**src/hw/rtl/m3i_pkg.sv**
```systemverilog
`default_nettype none
package m3i_pkg;

	// Number of matrix elements and quotient bits produced by the divider.
	localparam int NumEl    = 9;
	localparam int DivSteps = 33;
	localparam int DenW     = 50;
	localparam int QuotW    = DivSteps;

	// Saturation limits of a Q15.16 result.
	localparam logic [31:0] SatPos = 32'h7FFF_FFFF;
	localparam logic [31:0] SatNeg = 32'h8000_0000;

	// One inverse element in flight through the long division.
	typedef struct packed {
		logic [DenW-1:0]  rem;
		logic [QuotW-1:0] low;
		logic             neg;
		logic             ovf;
	} lane_t;

	// Everything one request carries through the division pipeline.
	typedef struct packed {
		lane_t [NumEl-1:0] lane;
		logic [DenW-1:0]   den;
		logic [31:0]       detq;
		logic              singular;
	} pl_t;

	// One restoring division step on every lane: bring in the next numerator bit,
	// subtract the divisor when it fits and shift the quotient bit in at the bottom.
	function automatic pl_t div_step(input pl_t p);
		pl_t           r;
		logic [DenW:0] t;
		logic          ge;
		r = p;
		for (int k = 0; k < NumEl; k++) begin
			t  = {p.lane[k].rem, p.lane[k].low[QuotW-1]};
			ge = (t >= {1'b0, p.den});
			r.lane[k].rem = ge ? DenW'(t - {1'b0, p.den}) : t[DenW-1:0];
			r.lane[k].low = {p.lane[k].low[QuotW-2:0], ge};
		end
		return r;
	endfunction

endpackage
`default_nettype wire

```
**src/hw/rtl/m3i_div_step.sv**
```systemverilog
`default_nettype none
module m3i_div_step (
	input  wire logic         clk,
	input  wire logic         arst_n,
	input  wire logic         in_valid,
	input  wire m3i_pkg::pl_t in_pl,
	output logic              in_ready,
	output logic              out_valid,
	output m3i_pkg::pl_t      out_pl,
	input  wire logic         out_ready
);
	import m3i_pkg::*;

	logic valid_s1;
	pl_t  pl_s1;
	logic en;

	// The stage advances when it is empty or its result moves on.
	assign en       = !valid_s1 || out_ready;
	assign in_ready = en;

	always_ff @(posedge clk or negedge arst_n) begin
		if (!arst_n) begin
			valid_s1 <= 1'b0;
		end else if (en) begin
			valid_s1 <= in_valid;
		end
	end

	// One quotient bit for all nine lanes.
	always_ff @(posedge clk) begin
		if (en && in_valid) begin
			pl_s1 <= div_step(in_pl);
		end
	end

	assign out_valid = valid_s1;
	assign out_pl    = pl_s1;
endmodule
`default_nettype wire

```
**config.mk**
```make
export PLATFORM = sky130hd
export DESIGN_NAME = m3i_div_step
export DESIGN_NICKNAME = d
export VERILOG_FILES = /design/src/hw/rtl/m3i_pkg.sv /design/src/hw/rtl/m3i_div_step.sv
export SDC_FILE = /design/constraint.sdc
export NUM_CORES = 2
export LEC_CHECK = 0
export ABC_AREA = 1
export BUFFER_PORTS_ARGS = -buffer_cell sky130_fd_sc_hd__buf_2
export CAP_MARGIN = 20
export CORE_AREA = 2 2 666 668
export CTS_BUF_LIST = sky130_fd_sc_hd__clkbuf_16
export CTS_CLUSTER_DIAMETER = 50
export DETAILED_ROUTE_END_ITERATION = 10
export DIE_AREA = 0 0 668 670
export HOLD_SLACK_MARGIN = 0.1
export REMOVE_ABC_BUFFERS = 1
export SLEW_MARGIN = 30
export SYNTH_ARGS = -nofsm -noshare
export SYNTH_HDL_FRONTEND = slang
export SYNTH_SLANG_ARGS = --single-unit
```
**constraint.sdc**
```tcl
create_clock -name clk -period 136.1 [get_ports clk]
set_input_delay 6.805 -clock clk [delete_from_list [all_inputs] [get_ports clk]]
set_output_delay 6.805 -clock clk [all_outputs]
set_load 0.005 [all_outputs]
```
# After elaboration in Yosys (flattened, before gate mapping)
# Index checks and enable logic that the tools add are counted.
# classes
magnitude_cmp	9
n_reduce_logical	3
mux	9
add_sub_neg	9
# ops
operator	n
>= comparator 51 x 50 -> 1 bit	9
two-way mux 50 bit	9
subtractor 50 bit	9
logical AND 1 bit	1
logical NOT 1 bit	1
logical OR 1 bit	1
# word_totals
elab_cells	70
output_inout_bits	850
regBits	849

# Depth between registers and ports, before layout
# depth
depth_word	3
depth_mapped	17
mapped_depth_nobuf	16

# Least setup slack after synthesis
# No wires, ideal clock.
# synth_path
path_type	input-to-reg
from	in in_valid
to	reg pl_s1 (netlist bit out_pl[0]) (enable)
arrival_ns	47.394
setup_time_ns	2.347
path_buffers	0
setup_slack_ns	86.359
cell_stages	2
path_cell_list	inv_1 > a21oi_1
# synth_between
elab_chain_len	1
# synth_lines
item	line	text
start: declaration	m3i_div_step.sv:5	input wire logic in_valid,
logical AND 1 bit	m3i_div_step.sv:32	if (en && in_valid) begin
end signal: assignment	m3i_div_step.sv:33	pl_s1 <= div_step(in_pl);
end: declaration	m3i_div_step.sv:15	pl_t pl_s1;
# No other way between the ends.
# A chain may end at the register's enable or synchronous reset.

# Final worst setup path
# layout_path
from	in out_ready
to	out in_ready
# layout_between
elab_chain_len	1
# layout_lines
item	line	text
start: declaration	m3i_div_step.sv:10	input wire logic out_ready
logical OR 1 bit	m3i_div_step.sv:19	assign en = !valid_s1 || out_ready;
end: declaration	m3i_div_step.sv:7	output logic in_ready,
# No other way between the ends.

==> impl_summary.log <==
INFO  metric combPwrFrac = around 28%
INFO  metric worstHoldPathType = flop to flop
INFO  metric power_per_cell_area = approximately 12 nW/um2
INFO  metric yosys.cell_types.count = 40
INFO  metric detailed_place_hpwl = about 470 mm
INFO  metric clock_skew = between 40 and 50 ps
INFO  metric start_util = between 10% and 20%
INFO  metric fin_hold_ws = about 800 ps
INFO  metric setup.reg_to_reg.worst_slack = about 130000 ps
INFO  metric cp.required = between 100000 and 150000 ps
INFO  metric fillerInstances = 50544
INFO  metric share_seq_of_total_power = 30.2%
INFO  metric async_reset_ff_share = less than 1%
INFO  metric post_synth_instance_area = approximately 71000 um2
INFO  metric synth.avg_cell_area = roughly 6.8 um2
INFO  metric synth.most_common_cell = sky130_fd_sc_hd__nand2_1
INFO  metric cts_tree = yes
INFO  metric clock-root-buffer = sky130_fd_sc_hd__clkbuf_16
INFO  metric cellInternalPower = slightly below 700 uW
INFO  metric synth_warnings = 0
INFO  metric drt-total-wl = 555 mm
INFO  metric global_placement_routability_congestion = a little over 1
INFO  metric setup.worst_path.start_class = input pin
INFO  metric numClockSinks = 849
INFO  metric i_o_pin_count = 1702
INFO  metric detailedRoute.firstIterationViolations = around 7600
INFO  metric synth_top_area_cell = sky130_fd_sc_hd__edfxtp_1
INFO  metric tns = 0 ps
INFO  metric netlist_instances = approximately 11000
INFO  metric numCtsBuffers = approximately 180
INFO  metric critical_path.max_fanout = 2
INFO  metric horizontal_extent_of_the_die = 668 um
INFO  metric arrival_time_at_the_worst_endpoint = between 7000 and 8000 ps
INFO  metric worst_case_vdd_ir_drop = approximately 0.0087 mV
INFO  metric antenna_violating_nets_post_route = 0
INFO  metric fmax = around 70 MHz
INFO  metric synth.top_cells.by_area = sky130_fd_sc_hd__edfxtp_1 36%, sky130_fd_sc_hd__nand2_1 22%, sky130_fd_sc_hd__inv_1 11%
INFO  metric grt_pass1_wl = between 600 and 700 mm
INFO  metric global_route.overflow_total = 0
INFO  metric cts.clk_slew.worst_paths = approximately 50 ps
INFO  metric critical_path.endpoint_type = output pin
INFO  metric detailedPlace.worstSlack = roughly 120000 ps
INFO  metric drc_errors = 0
INFO  metric final.period_utilization = around a tenth
INFO  metric ys.flop_type = sky130_fd_sc_hd__edfxtp_1
INFO  metric power.clock.fraction = a little over 40%
INFO  metric cts_setup_buffers = 0
INFO  metric synth-edff-count = about 850
INFO  metric maxSlewHeadroom = roughly 29%
INFO  metric detailroute.via_count = a little under 80000
INFO  metric placed_cells = approximately 18000
INFO  metric core_area = around 440000 um2
INFO  metric drtPass1Iterations = 6
INFO  metric synth.cells.most_frequent = 4154 x sky130_fd_sc_hd__nand2_1, 2171 x sky130_fd_sc_hd__inv_1, 848 x sky130_fd_sc_hd__edfxtp_1, 805 x sky130_fd_sc_hd__nor2_1, 450 x sky130_fd_sc_hd__ha_1
INFO  metric floorplan.die_area = around 450000 um2
INFO  metric count_of_input_and_output_buffers = 1701
INFO  metric worst_slew_pin_slew = ~1100 ps
INFO  metric syn2layout_area_growth = 31.7%
INFO  metric post_layout_nonfiller_instances = 18774
INFO  metric synth_top_cell_area_share = 35.6%
INFO  metric timing_max_transition_violations_final = 0
INFO  metric power.static_leakage = roughly 0.048 uW
INFO  metric final_critical_path_setup_slack = between 100000 and 150000 ps
INFO  metric grt_antenna_before_repair = between 300 and 400
INFO  metric average_detailed_routed_wire_length_per_instance = approximately 30 um
INFO  metric vias_in_the_first_global_route = between 70000 and 80000
INFO  metric die_height = 670 um
INFO  metric setup_violations = 0
INFO  metric finalHoldViolCount = 0
INFO  metric grt_start_max_net_pins = slightly below 80
INFO  metric synth_sequential_area_ratio = roughly 36%
INFO  metric netSwitchingPower = around 420 uW
INFO  metric clock_tree.buffer_depth = 4
INFO  metric drive_gt1_share = a little under a fifth
INFO  metric clk-insertion-delay-late = 880 ps
INFO  metric cap_viol_max_count = 0
INFO  metric global_route.usage.total = about a quarter
INFO  metric placementRows = 244
INFO  metric status = finished, final reports clean
INFO  metric htree_levels = 4
INFO  metric cts-resized-gates = 0
INFO  metric post_drt_via_cell_ratio = roughly 4.2
INFO  metric design.final.nets = 13731
INFO  metric rsz_0062_raised_after_global_routing = no
INFO  metric post_cts_hold_buffer_count = 0
INFO  metric postSynthRegisterBits = 849
INFO  metric power.share.switching = between 30% and 40%
INFO  metric period_needed = approximately 14000 ps
INFO  metric path_class = input pin to output pin
routing by layer:
metal  GRT usage (%)  wire length (um)  vias to the layer above  share of wire (%)
li1                -                 -                    37092                  -
met5               0               409                        -              0.074
met2            37.7            248000                     3676                 45
met4            21.4             58400                       60                 11
met3            6.83             47700                     1137                8.6
met1            25.7            201000                    36775                 36
layout by cell type (no fill, tap or decap), drive strengths merged, types with 244 or more instances in the layout:
| master | count |
|---|---|
| o21ai | 244 |
| nand2 | 4168 |
| nand4 | 279 |
| a21oi | 273 |
| edfxtp | 848 |
| nor2 | 862 |
| ha | 450 |
| inv | 2258 |
| diode | 303 |
| xor2 | 258 |
| buf | 1786 |
| nand3 | 492 |
flip-flops by register name (all words and copies together) (netlist names):
signal / count
out_valid: 1
out_pl: 848
power groups by stage:
stage | clock network, uW | logic (uW) | registers [uW]
finish | 459 | 316 | 336
global route | 479 | 343 | 337
CTS | 470 | 315 | 336
detailed placement | 0 | 313 | 340
global placement | 0 | 314 | 341
floorplan | 0 | 154 | 358
cell type report:
class | instances | area [um2] | area share, %
antenna | 303 | 758 | 0.806
tap | 5904 | 7390 | 7.85
multi-input combinational | 7398 | 36900 | 39.2
timing repair buffer | 1786 | 9180 | 9.75
inverter | 2208 | 8290 | 8.81
clock buffer | 177 | 4430 | 4.71
sequential | 849 | 25500 | 27.1
clock inverter | 149 | 1660 | 1.77
logic make-up after synthesis:
logic type	synth area share, %
compound gates	4.56
xor+xnor	3.16
fa+ha+maj	8.13
buf+inv	12.7
flops	35.7
simple gates	35.8
critical path, stage by stage:
cell and delay (ps):
sky130_fd_sc_hd__buf_2 140, sky130_fd_sc_hd__inv_1 190, sky130_fd_sc_hd__nand2_1 100, sky130_fd_sc_hd__buf_2 170
worst paths after layout:
check / startpoint / to / cells past startpoint
setup / recovery: out_ready / in_ready / 4
hold / removal: out_valid / out_valid / 2
setup reg to reg: out_valid / out_pl[706] / 5
hold reg to reg: out_valid / out_valid / 2
max in group asynchronous: arst_n / out_valid / 1
min in group asynchronous: arst_n / out_valid / 1
metrics by stage:
| step | instance area, um2 | utilization (%) | power [uW] |
|---|---|---|---|
| 2_1_floorplan | 70700 | - | 512 |
| 3_3_place_gp | 87200 | 19.8 | 655 |
| 6_report | 94100 | 21.4 | 1110 |
| 3_5_place_dp | 87200 | 19.8 | 653 |
| 4_1_cts | 93300 | 21.2 | 1120 |
| 5_1_grt | 94000 | 21.3 | 1160 |
No activity file was read; power rests on OpenSTA's default activity.
